<file path="src/hw/rtl/gdn_pkg.sv">
`default_nettype none

package gdn_pkg;

    // field widths
    localparam int DAY_WIDTH  = 16;
    localparam int MONTH_W    = 16;
    localparam int YEAR_W     = 16;
    localparam int YEAR_OUT_W = 18;
    localparam int DOM_W      = 5;
    localparam int MON_W      = 4;
    localparam int YMOD_W     = 9;

    // day magnitude must hold 1 - day and the cycle length
    localparam int MAG_W = (DAY_WIDTH + 1 > 18) ? DAY_WIDTH + 1 : 18;

    // 400-year cycle
    localparam int CYCLE_DAYS  = 146097;
    localparam int CYCLE_YEARS = 400;

    // month fold: biased month is month - 1 + 12 * MONTH_BIAS_Q, always >= 0
    localparam int MB_W         = MONTH_W + 1;
    localparam int MONTH_BIAS_Q = 2731;
    localparam int MONTH_BIAS   = 12 * MONTH_BIAS_Q - 1;
    localparam int Q12_W        = 14;
    localparam int RECIP12      = 43691;
    localparam int RECIP12_SHIFT = 19;

    // year mod 400: biased year is year + YEAR_BIAS, with YEAR_BIAS a multiple of 400
    localparam int YB_W          = YEAR_W + 1;
    localparam int YEAR_BIAS     = 36000;
    localparam int Q400_W        = 8;
    localparam int RECIP400      = 83887;
    localparam int RECIP400_SHIFT = 25;

    localparam int PROD_W = 34;

    localparam int QUEUE_DEPTH = 2;
    localparam int QPTR_W      = $clog2(QUEUE_DEPTH);
    localparam int QCNT_W      = $clog2(QUEUE_DEPTH + 1);

    localparam logic [DOM_W-1:0] MONTH_LEN [12] = '{
        5'd31, 5'd28, 5'd31, 5'd30, 5'd31, 5'd30,
        5'd31, 5'd31, 5'd30, 5'd31, 5'd30, 5'd31
    };

    localparam logic [MON_W-1:0] MON_JAN = 4'd1;
    localparam logic [MON_W-1:0] MON_FEB = 4'd2;
    localparam logic [MON_W-1:0] MON_DEC = 4'd12;

    // one classified item on its way from front to back
    typedef struct packed {
        logic                         neg;
        logic [MAG_W-1:0]             mag;
        logic [MON_W-1:0]             mon;
        logic [YEAR_OUT_W-1:0]        year;
        logic [YMOD_W-1:0]            ymod;
    } gdn_item_t;

    function automatic logic is_leap(input logic [YMOD_W-1:0] ymod);
        logic century;
        century = (ymod inside {9'd100, 9'd200, 9'd300});
        return (ymod[1:0] == 2'b00) && !century;
    endfunction

    function automatic logic [DOM_W-1:0] days_in(input logic [MON_W-1:0] mon,
                                                 input logic leap);
        logic [DOM_W-1:0] d;
        d = MONTH_LEN[4'(mon - MON_JAN)];
        if (mon == MON_FEB && leap) begin
            d = d + 5'd1;
        end
        return d;
    endfunction

endpackage

`default_nettype wire

</file>
<file path="src/hw/rtl/gregorian_date_normalizer_top.sv">
// channel   ports                                       dir  notes
// input     s_valid s_ready s_day_in s_month_in          in   one date per beat
//           s_year_in
// result    m_valid m_ready m_day_out m_month_out        out  one date per beat
//           m_year_out
//
// the front steps through accept, month fold, and year mod 400 with the push; the back
// loads, passes the 400-year skip (no 16-bit day is long enough to use it), walks month
// by month until the day fits its month, and writes the result register: the walk sets
// the pace, about |day| / 30.4 months per item
// aresetn is synchronous and clears the control state of all three parts
// a two-entry queue parts front and back, and the result register parts the back
// from m_ready, so the front keeps taking beats while a result waits, until the queue fills
`default_nettype none

module gregorian_date_normalizer_top (
    input  logic                                   aclk,
    input  logic                                   aresetn,
    input  logic                                   s_valid,
    output logic                                   s_ready,
    input  logic signed [gdn_pkg::DAY_WIDTH-1:0]   s_day_in,
    input  logic signed [gdn_pkg::MONTH_W-1:0]     s_month_in,
    input  logic signed [gdn_pkg::YEAR_W-1:0]      s_year_in,
    output logic                                   m_valid,
    input  logic                                   m_ready,
    output logic [gdn_pkg::DOM_W-1:0]              m_day_out,
    output logic [gdn_pkg::MON_W-1:0]              m_month_out,
    output logic signed [gdn_pkg::YEAR_OUT_W-1:0]  m_year_out
);
    import gdn_pkg::*;

    // front to queue
    logic       push_valid;
    logic       queue_full;
    gdn_item_t  push_item;

    // queue to back
    logic       pop;
    logic       queue_empty;
    gdn_item_t  pop_item;

    // front: month fold by reciprocal multiply, day sign split, year mod 400
    gdn_front u_front (
        .aclk       (aclk),
        .aresetn    (aresetn),
        .s_valid    (s_valid),
        .s_ready    (s_ready),
        .s_day_in   (s_day_in),
        .s_month_in (s_month_in),
        .s_year_in  (s_year_in),
        .push_valid (push_valid),
        .queue_full (queue_full),
        .push_item  (push_item)
    );

    // short queue of classified items
    gdn_queue u_queue (
        .aclk        (aclk),
        .aresetn     (aresetn),
        .push_valid  (push_valid),
        .queue_full  (queue_full),
        .push_item   (push_item),
        .pop         (pop),
        .queue_empty (queue_empty),
        .pop_item    (pop_item)
    );

    // back: cycle skip, then the month-by-month day walk, then result register
    gdn_back u_back (
        .aclk        (aclk),
        .aresetn     (aresetn),
        .queue_empty (queue_empty),
        .pop_item    (pop_item),
        .pop         (pop),
        .m_valid     (m_valid),
        .m_ready     (m_ready),
        .m_day_out   (m_day_out),
        .m_month_out (m_month_out),
        .m_year_out  (m_year_out)
    );

endmodule

`default_nettype wire

</file>
<file path="src/hw/rtl/gdn_front.sv">
`default_nettype none

module gdn_front (
    input  logic                                  aclk,
    input  logic                                  aresetn,
    input  logic                                  s_valid,
    output logic                                  s_ready,
    input  logic signed [gdn_pkg::DAY_WIDTH-1:0]  s_day_in,
    input  logic signed [gdn_pkg::MONTH_W-1:0]    s_month_in,
    input  logic signed [gdn_pkg::YEAR_W-1:0]     s_year_in,
    output logic                                  push_valid,
    input  logic                                  queue_full,
    output gdn_pkg::gdn_item_t                    push_item
);
    import gdn_pkg::*;

    typedef enum logic [1:0] {F_IDLE, F_FOLD, F_MOD} fstate_t;

    fstate_t                  state_reg;
    logic                     neg_reg;
    logic [MAG_W-1:0]         mag_reg;
    logic [MB_W-1:0]          mon_biased_reg;
    logic [YEAR_W-1:0]        year_in_reg;
    logic [PROD_W-1:0]        prod12_reg;
    logic [MON_W-1:0]         mon_reg;
    logic [YB_W-1:0]          year0_reg;
    logic [YB_W-1:0]          ybias_reg;
    logic [PROD_W-1:0]        prod400_reg;

    logic [MAG_W-1:0]         day_ext;
    logic                     neg_next;
    logic [MAG_W-1:0]         mag_next;
    logic [MB_W-1:0]          mon_biased_next;
    logic [Q12_W-1:0]         q12;
    logic [MB_W-1:0]          mm_full;
    logic [Q12_W-1:0]         carry;
    logic [YB_W-1:0]          year0_next;
    logic [YB_W-1:0]          ybias_next;
    logic [Q400_W-1:0]        q400;
    logic [YB_W-1:0]          ymod_full;

    // accept: classify the day, start the divide-by-12 of the month
    always_comb begin
        day_ext         = {{(MAG_W - DAY_WIDTH){s_day_in[DAY_WIDTH-1]}}, s_day_in};
        neg_next        = s_day_in[DAY_WIDTH-1] || (s_day_in == '0);
        mag_next        = neg_next ? (MAG_W'(1) - day_ext) : day_ext;
        mon_biased_next = {s_month_in[MONTH_W-1], s_month_in} + MB_W'(MONTH_BIAS);
    end

    // fold: month into 1..12, carry into the year, start year mod 400
    always_comb begin
        q12        = prod12_reg[RECIP12_SHIFT +: Q12_W];
        mm_full    = mon_biased_reg - (MB_W'(q12) * MB_W'(12));
        carry      = q12 - Q12_W'(MONTH_BIAS_Q);
        year0_next = {year_in_reg[YEAR_W-1], year_in_reg}
                   + {{(YB_W - Q12_W){carry[Q12_W-1]}}, carry};
        ybias_next = year0_next + YB_W'(YEAR_BIAS);
    end

    always_comb begin
        q400      = prod400_reg[RECIP400_SHIFT +: Q400_W];
        ymod_full = ybias_reg - (YB_W'(q400) * YB_W'(CYCLE_YEARS));
    end

    assign s_ready    = (state_reg == F_IDLE);
    assign push_valid = (state_reg == F_MOD);

    always_comb begin
        push_item.neg  = neg_reg;
        push_item.mag  = mag_reg;
        push_item.mon  = mon_reg;
        push_item.year = {{(YEAR_OUT_W - YB_W){year0_reg[YB_W-1]}}, year0_reg};
        push_item.ymod = ymod_full[YMOD_W-1:0];
    end

    always_ff @(posedge aclk) begin
        if (!aresetn) begin
            state_reg <= F_IDLE;
        end else begin
            case (state_reg)
                F_IDLE: begin
                    if (s_valid) begin
                        neg_reg        <= neg_next;
                        mag_reg        <= mag_next;
                        mon_biased_reg <= mon_biased_next;
                        year_in_reg    <= s_year_in;
                        prod12_reg     <= PROD_W'(mon_biased_next) * PROD_W'(RECIP12);
                        state_reg      <= F_FOLD;
                    end
                end
                F_FOLD: begin
                    mon_reg     <= mm_full[MON_W-1:0] + MON_JAN;
                    year0_reg   <= year0_next;
                    ybias_reg   <= ybias_next;
                    prod400_reg <= PROD_W'(ybias_next) * PROD_W'(RECIP400);
                    state_reg   <= F_MOD;
                end
                F_MOD: begin
                    if (!queue_full) begin
                        state_reg <= F_IDLE;
                    end
                end
                default: begin
                    state_reg <= F_IDLE;
                end
            endcase
        end
    end

endmodule

`default_nettype wire

</file>
<file path="src/hw/rtl/gdn_queue.sv">
`default_nettype none

module gdn_queue (
    input  logic                aclk,
    input  logic                aresetn,
    input  logic                push_valid,
    output logic                queue_full,
    input  gdn_pkg::gdn_item_t  push_item,
    input  logic                pop,
    output logic                queue_empty,
    output gdn_pkg::gdn_item_t  pop_item
);
    import gdn_pkg::*;

    gdn_item_t          entry_reg [QUEUE_DEPTH];
    logic [QPTR_W-1:0]  wr_ptr_reg;
    logic [QPTR_W-1:0]  rd_ptr_reg;
    logic [QCNT_W-1:0]  count_reg;
    logic               do_push;
    logic               do_pop;

    assign queue_full  = (count_reg == QCNT_W'(QUEUE_DEPTH));
    assign queue_empty = (count_reg == '0);
    assign do_push     = push_valid && !queue_full;
    assign do_pop      = pop && !queue_empty;
    assign pop_item    = entry_reg[rd_ptr_reg];

    always_ff @(posedge aclk) begin
        if (do_push) begin
            entry_reg[wr_ptr_reg] <= push_item;
        end
    end

    always_ff @(posedge aclk) begin
        if (!aresetn) begin
            wr_ptr_reg <= '0;
            rd_ptr_reg <= '0;
            count_reg  <= '0;
        end else begin
            if (do_push) begin
                wr_ptr_reg <= (wr_ptr_reg == QPTR_W'(QUEUE_DEPTH - 1)) ? '0
                                                                      : wr_ptr_reg + 1'b1;
            end
            if (do_pop) begin
                rd_ptr_reg <= (rd_ptr_reg == QPTR_W'(QUEUE_DEPTH - 1)) ? '0
                                                                      : rd_ptr_reg + 1'b1;
            end
            if (do_push && !do_pop) begin
                count_reg <= count_reg + 1'b1;
            end else if (do_pop && !do_push) begin
                count_reg <= count_reg - 1'b1;
            end
        end
    end

endmodule

`default_nettype wire

</file>
<file path="src/hw/rtl/gdn_back.sv">
`default_nettype none

module gdn_back (
    input  logic                                   aclk,
    input  logic                                   aresetn,
    input  logic                                   queue_empty,
    input  gdn_pkg::gdn_item_t                     pop_item,
    output logic                                   pop,
    output logic                                   m_valid,
    input  logic                                   m_ready,
    output logic [gdn_pkg::DOM_W-1:0]              m_day_out,
    output logic [gdn_pkg::MON_W-1:0]              m_month_out,
    output logic signed [gdn_pkg::YEAR_OUT_W-1:0]  m_year_out
);
    import gdn_pkg::*;

    typedef enum logic [1:0] {B_IDLE, B_SKIP, B_WALK, B_OUT} bstate_t;

    bstate_t                 state_reg;
    logic                    neg_reg;
    logic [MAG_W-1:0]        mag_reg;
    logic [MON_W-1:0]        mon_reg;
    logic [YEAR_OUT_W-1:0]   year_reg;
    logic [YMOD_W-1:0]       ymod_reg;
    logic [DOM_W-1:0]        day_reg;
    logic                    m_valid_reg;
    logic [DOM_W-1:0]        m_day_reg;
    logic [MON_W-1:0]        m_month_reg;
    logic [YEAR_OUT_W-1:0]   m_year_reg;

    logic [MON_W-1:0]        fwd_mon;
    logic [YEAR_OUT_W-1:0]   fwd_year;
    logic [YMOD_W-1:0]       fwd_ymod;
    logic [MON_W-1:0]        bwd_mon;
    logic [YEAR_OUT_W-1:0]   bwd_year;
    logic [YMOD_W-1:0]       bwd_ymod;
    logic [DOM_W-1:0]        dom;
    logic                    walk_more;
    logic [MAG_W-1:0]        mag_step;
    logic                    skip_more;
    logic [YEAR_OUT_W-1:0]   skip_year;
    logic [DOM_W-1:0]        day_back;
    logic                    out_free;

    always_comb begin
        // next month forward
        fwd_mon  = (mon_reg == MON_DEC) ? MON_JAN : mon_reg + 1'b1;
        fwd_year = (mon_reg == MON_DEC) ? year_reg + 1'b1 : year_reg;
        fwd_ymod = ymod_reg;
        if (mon_reg == MON_DEC) begin
            fwd_ymod = (ymod_reg == YMOD_W'(CYCLE_YEARS - 1)) ? '0 : ymod_reg + 1'b1;
        end
        // previous month backward
        bwd_mon  = (mon_reg == MON_JAN) ? MON_DEC : mon_reg - 1'b1;
        bwd_year = (mon_reg == MON_JAN) ? year_reg - 1'b1 : year_reg;
        bwd_ymod = ymod_reg;
        if (mon_reg == MON_JAN) begin
            bwd_ymod = (ymod_reg == '0) ? YMOD_W'(CYCLE_YEARS - 1) : ymod_reg - 1'b1;
        end
        // forward looks at the current month, backward at the one before
        dom       = neg_reg ? days_in(bwd_mon, is_leap(bwd_ymod))
                            : days_in(mon_reg, is_leap(ymod_reg));
        walk_more = (mag_reg > MAG_W'(dom));
        mag_step  = mag_reg - MAG_W'(dom);
        day_back  = dom - mag_reg[DOM_W-1:0] + 1'b1;
        skip_more = (mag_reg > MAG_W'(CYCLE_DAYS));
        skip_year = neg_reg ? year_reg - YEAR_OUT_W'(CYCLE_YEARS)
                            : year_reg + YEAR_OUT_W'(CYCLE_YEARS);
    end

    assign out_free    = !m_valid_reg || m_ready;
    assign pop         = (state_reg == B_IDLE) && !queue_empty;
    assign m_valid     = m_valid_reg;
    assign m_day_out   = m_day_reg;
    assign m_month_out = m_month_reg;
    assign m_year_out  = m_year_reg;

    always_ff @(posedge aclk) begin
        if (!aresetn) begin
            state_reg   <= B_IDLE;
            m_valid_reg <= 1'b0;
        end else begin
            // a new result in B_OUT takes over the slot of one leaving now
            if (m_valid_reg && m_ready && (state_reg != B_OUT)) begin
                m_valid_reg <= 1'b0;
            end
            case (state_reg)
                B_IDLE: begin
                    if (!queue_empty) begin
                        neg_reg   <= pop_item.neg;
                        mag_reg   <= pop_item.mag;
                        mon_reg   <= pop_item.mon;
                        year_reg  <= pop_item.year;
                        ymod_reg  <= pop_item.ymod;
                        state_reg <= B_SKIP;
                    end
                end
                B_SKIP: begin
                    // whole 400-year cycles; year mod 400 is unchanged
                    if (skip_more) begin
                        mag_reg  <= mag_reg - MAG_W'(CYCLE_DAYS);
                        year_reg <= skip_year;
                    end else begin
                        state_reg <= B_WALK;
                    end
                end
                B_WALK: begin
                    if (neg_reg) begin
                        mon_reg  <= bwd_mon;
                        year_reg <= bwd_year;
                        ymod_reg <= bwd_ymod;
                        if (walk_more) begin
                            mag_reg <= mag_step;
                        end else begin
                            day_reg   <= day_back;
                            state_reg <= B_OUT;
                        end
                    end else begin
                        if (walk_more) begin
                            mag_reg  <= mag_step;
                            mon_reg  <= fwd_mon;
                            year_reg <= fwd_year;
                            ymod_reg <= fwd_ymod;
                        end else begin
                            day_reg   <= mag_reg[DOM_W-1:0];
                            state_reg <= B_OUT;
                        end
                    end
                end
                B_OUT: begin
                    if (out_free) begin
                        m_valid_reg <= 1'b1;
                        m_day_reg   <= day_reg;
                        m_month_reg <= mon_reg;
                        m_year_reg  <= year_reg;
                        state_reg   <= B_IDLE;
                    end
                end
                default: begin
                    state_reg <= B_IDLE;
                end
            endcase
        end
    end

endmodule

`default_nettype wire

</file>
<file path="config.mk">
export PLATFORM = sky130hd
export DESIGN_NAME = gregorian_date_normalizer_top
export DESIGN_NICKNAME = d
export VERILOG_FILES = /design/src/hw/rtl/gdn_pkg.sv /design/src/hw/rtl/gregorian_date_normalizer_top.sv /design/src/hw/rtl/gdn_front.sv /design/src/hw/rtl/gdn_queue.sv /design/src/hw/rtl/gdn_back.sv
export SDC_FILE = /design/constraint.sdc
export NUM_CORES = 1
export LEC_CHECK = 0
export CAP_MARGIN = 20
export CORE_AREA = 10 10 223 225
export CTS_BUF_LIST = sky130_fd_sc_hd__clkbuf_2 sky130_fd_sc_hd__clkbuf_4 sky130_fd_sc_hd__clkbuf_8
export DETAILED_ROUTE_END_ITERATION = 10
export DIE_AREA = 0 0 233 235
export DONT_BUFFER_PORTS = 1
export PLACE_DENSITY = 0.73
export SYNTH_ARGS = -nofsm -noshare
export SYNTH_HDL_FRONTEND = slang
export SYNTH_SLANG_ARGS = --single-unit
</file>
<file path="constraint.sdc">
create_clock -name aclk -period 17.3 [get_ports aclk]
set_clock_uncertainty 0.1 [all_clocks]
set_input_delay 0.865 -clock aclk [delete_from_list [all_inputs] [get_ports aclk]]
set_output_delay 0.865 -clock aclk [all_outputs]
set_load 0.1 [all_outputs]
</file>
==> results.md <==
* Status: finished, final reports clean
* DRT iter0 DRCs at 1117
* Nets at 2887
* Syn Nets at 2877
* PostCTS Resize Cnt at 0
* Syn Area/Cell at 10.8 µm²
* Gpl congestion at 0.961
* Port Buffer Count at 0
* Ys Warns at 0
* Antenna diodes at 0
* Routed WL at 54300 µm
* Seq/Total Area, Yosys at 0.316
* Skew-Pair Late Insertion Delay at 0.62 ns
* Clock Tree Buf Depth at 3
* Post-synthesis cell area at 0.0245 mm²
* Most frequent cell after synthesis: inv_1
* Wire per inst at 18.6 µm
* Cts hold-fix bufs at 0
* Synth cell types at 93
* Number of flops mapped to enable cells by yosys at 252
* Via density at 5.71
* Max-Slew Margin vs Limit at 0.279
* GR Util All Layers at 0.198
* Post-route minimum period at 9.53 ns
* Worst hold path type: input pin to register
* Post-Synthesis Cells at 2279
* WP data required at 17.49 ns
* Worst-Margin Slew at 1.08 ns
* Die width at 233 µm
* Setup crit start kind: register
* Total CTS buffers at 46
* Largest net degree at the start of global routing at 57
* Yosys reg bits at 262
* Die area at 0.0548 mm²
* Boundary Pins at 81
* Final slew viol count at 0
* Post-route clock period utilization at 0.551
* GRT overflow at 0
* First-pass GRT wire length at 88300 µm
* Max reg flops at 88
* CP endpoint kind: register
* Slowest cell delay on critical path at 0.69 ns
* CTS Sinks at 262
* Post-DRT Antenna Nets at 0
* Synth top area share at 0.308
* Worst path most repeated cell: fa_1
* Initial Utilization at 0.544
* Largest area contributor in the netlist: edfxtp_1
* Final setup viols at 0
* RSZ-0062 raised after global routing: no
* Setup Total Neg Slack at 0 ns
* CTS tree: built
* Die height at 235 µm
* Crit path DAT at 9.72 ns
* Max-Cap Viols at 0
* Clk Tree Root Cell: clkbuf_8
* DRC Markers at 0
* WS Path Type: register to register
* Post-CTS Repair Setup Buffers at 0
* Reg clk slew, reported paths at 0.06 ns
* Vias at 16700
* Vias in the first global route at 17000
* Layout cells sized above 1 at 0.0576
* Fin. Hold Viols at 0
* Slowest CP cell: a2111oi_0
* Synth area leaders: edfxtp_1, ha_1, fa_1
* Critical path peak fanout at 9
* Ys flop type: edfxtp_1
* DRT Pass-1 Iters at 6
* Hold WS at 0.261 ns
* Max Fclk at 105 MHz
* Cell Rows at 78
* Core Area at 0.0451 mm²
* Async S/R FF share, synth at 0
* Layout area overhead at 6.45%
* H-tree Lvls at 2
* Post-DP HPWL at 43700 µm
* Leading cell types by count after synthesis: inv_1, ha_1, edfxtp_1, fa_1, a21oi_1
* Initial antenna violation count at 0
==> layer usage <==
metal  track usage  part of all wire  vias up
li1              -                 -     7971
met1         0.265              0.45     8240
met2         0.330              0.49      403
met3        0.0293             0.043       84
met4        0.0500             0.020        0
met5             0                 0        -
==> final timing paths <==
path	startpoint	end	slack (ns)	cells past startpoint
setup / recovery	u_front.prod12_reg[21]	u_front.prod400_reg[29]	7.77	31
hold reg to reg	u_front.year0_reg[16]	u_queue.entry_reg[1][26]	0.30	0
hold / removal	aresetn	u_back.state_reg[0]	0.26	2
setup reg to reg	u_front.prod12_reg[21]	u_front.prod400_reg[29]	7.77	31
==> worst max-delay path, delay by kind of cell (launching register included) <==
kind                       cells  cell delay, ns
DFF                            1            0.42
buffers and inverters          3            0.14
and+or+nand+nor                5            0.97
xor gates and xnor gates       2            0.76
adders and majority gates      8            3.55
AOI/OAI and AO/OA             13            3.29
==> layout make-up <==
class	instances	area, µm²
clock buffer	54	693
clock inverter	30	193
fill	3847	19000
inverter	391	1470
multi-input combinational	1570	15100
sequential	262	7770
tap	600	751
timing repair buffer	18	135
==> through the flow <==
stage	area, µm²	worst slack, ns	util	std cells
2_1_floorplan	24500	8.78	-	2279
3_3_place_gp	25200	8.08	0.560	2841
3_5_place_dp	25200	7.82	0.560	2841
4_1_cts	26100	7.74	0.580	2925
5_1_grt	26100	7.03	0.580	2925
6_report	26100	7.77	0.580	2925
==> cell families after synthesis <==
kind of cell | Yosys count | share of synthesized area
other | 1 | 0.000153
adders and majority gates | 546 | 0.341
AOI/OAI and AO/OA | 423 | 0.115
buffers and inverters | 447 | 0.0691
and+or+nand+nor | 404 | 0.0846
xor gates and xnor gates | 149 | 0.0545
DFF | 262 | 0.316
muxes | 47 | 0.0193
==> cells in the final DEF, fill, tap and decap left out, types with 17 or more instances in the layout <==
cell type,synthesis,final
a21o_1,36,36
a21oi_1,105,105
buf_4,0,18
clkbuf_8,0,46
edfxtp_1,252,252
fa_1,204,204
ha_1,342,341
inv_1,388,388
mux2i_1,45,45
nand2_1,98,98
nand2b_1,19,19
nand3_1,32,32
nor2_1,94,92
nor2b_1,18,17
nor3_1,36,35
o21a_1,19,19
o21ai_0,84,84
xnor2_1,100,100
xor2_1,46,46
Power is not shown: default switching activity piles up to over one toggle a cycle in this logic, so the estimate is an artifact.
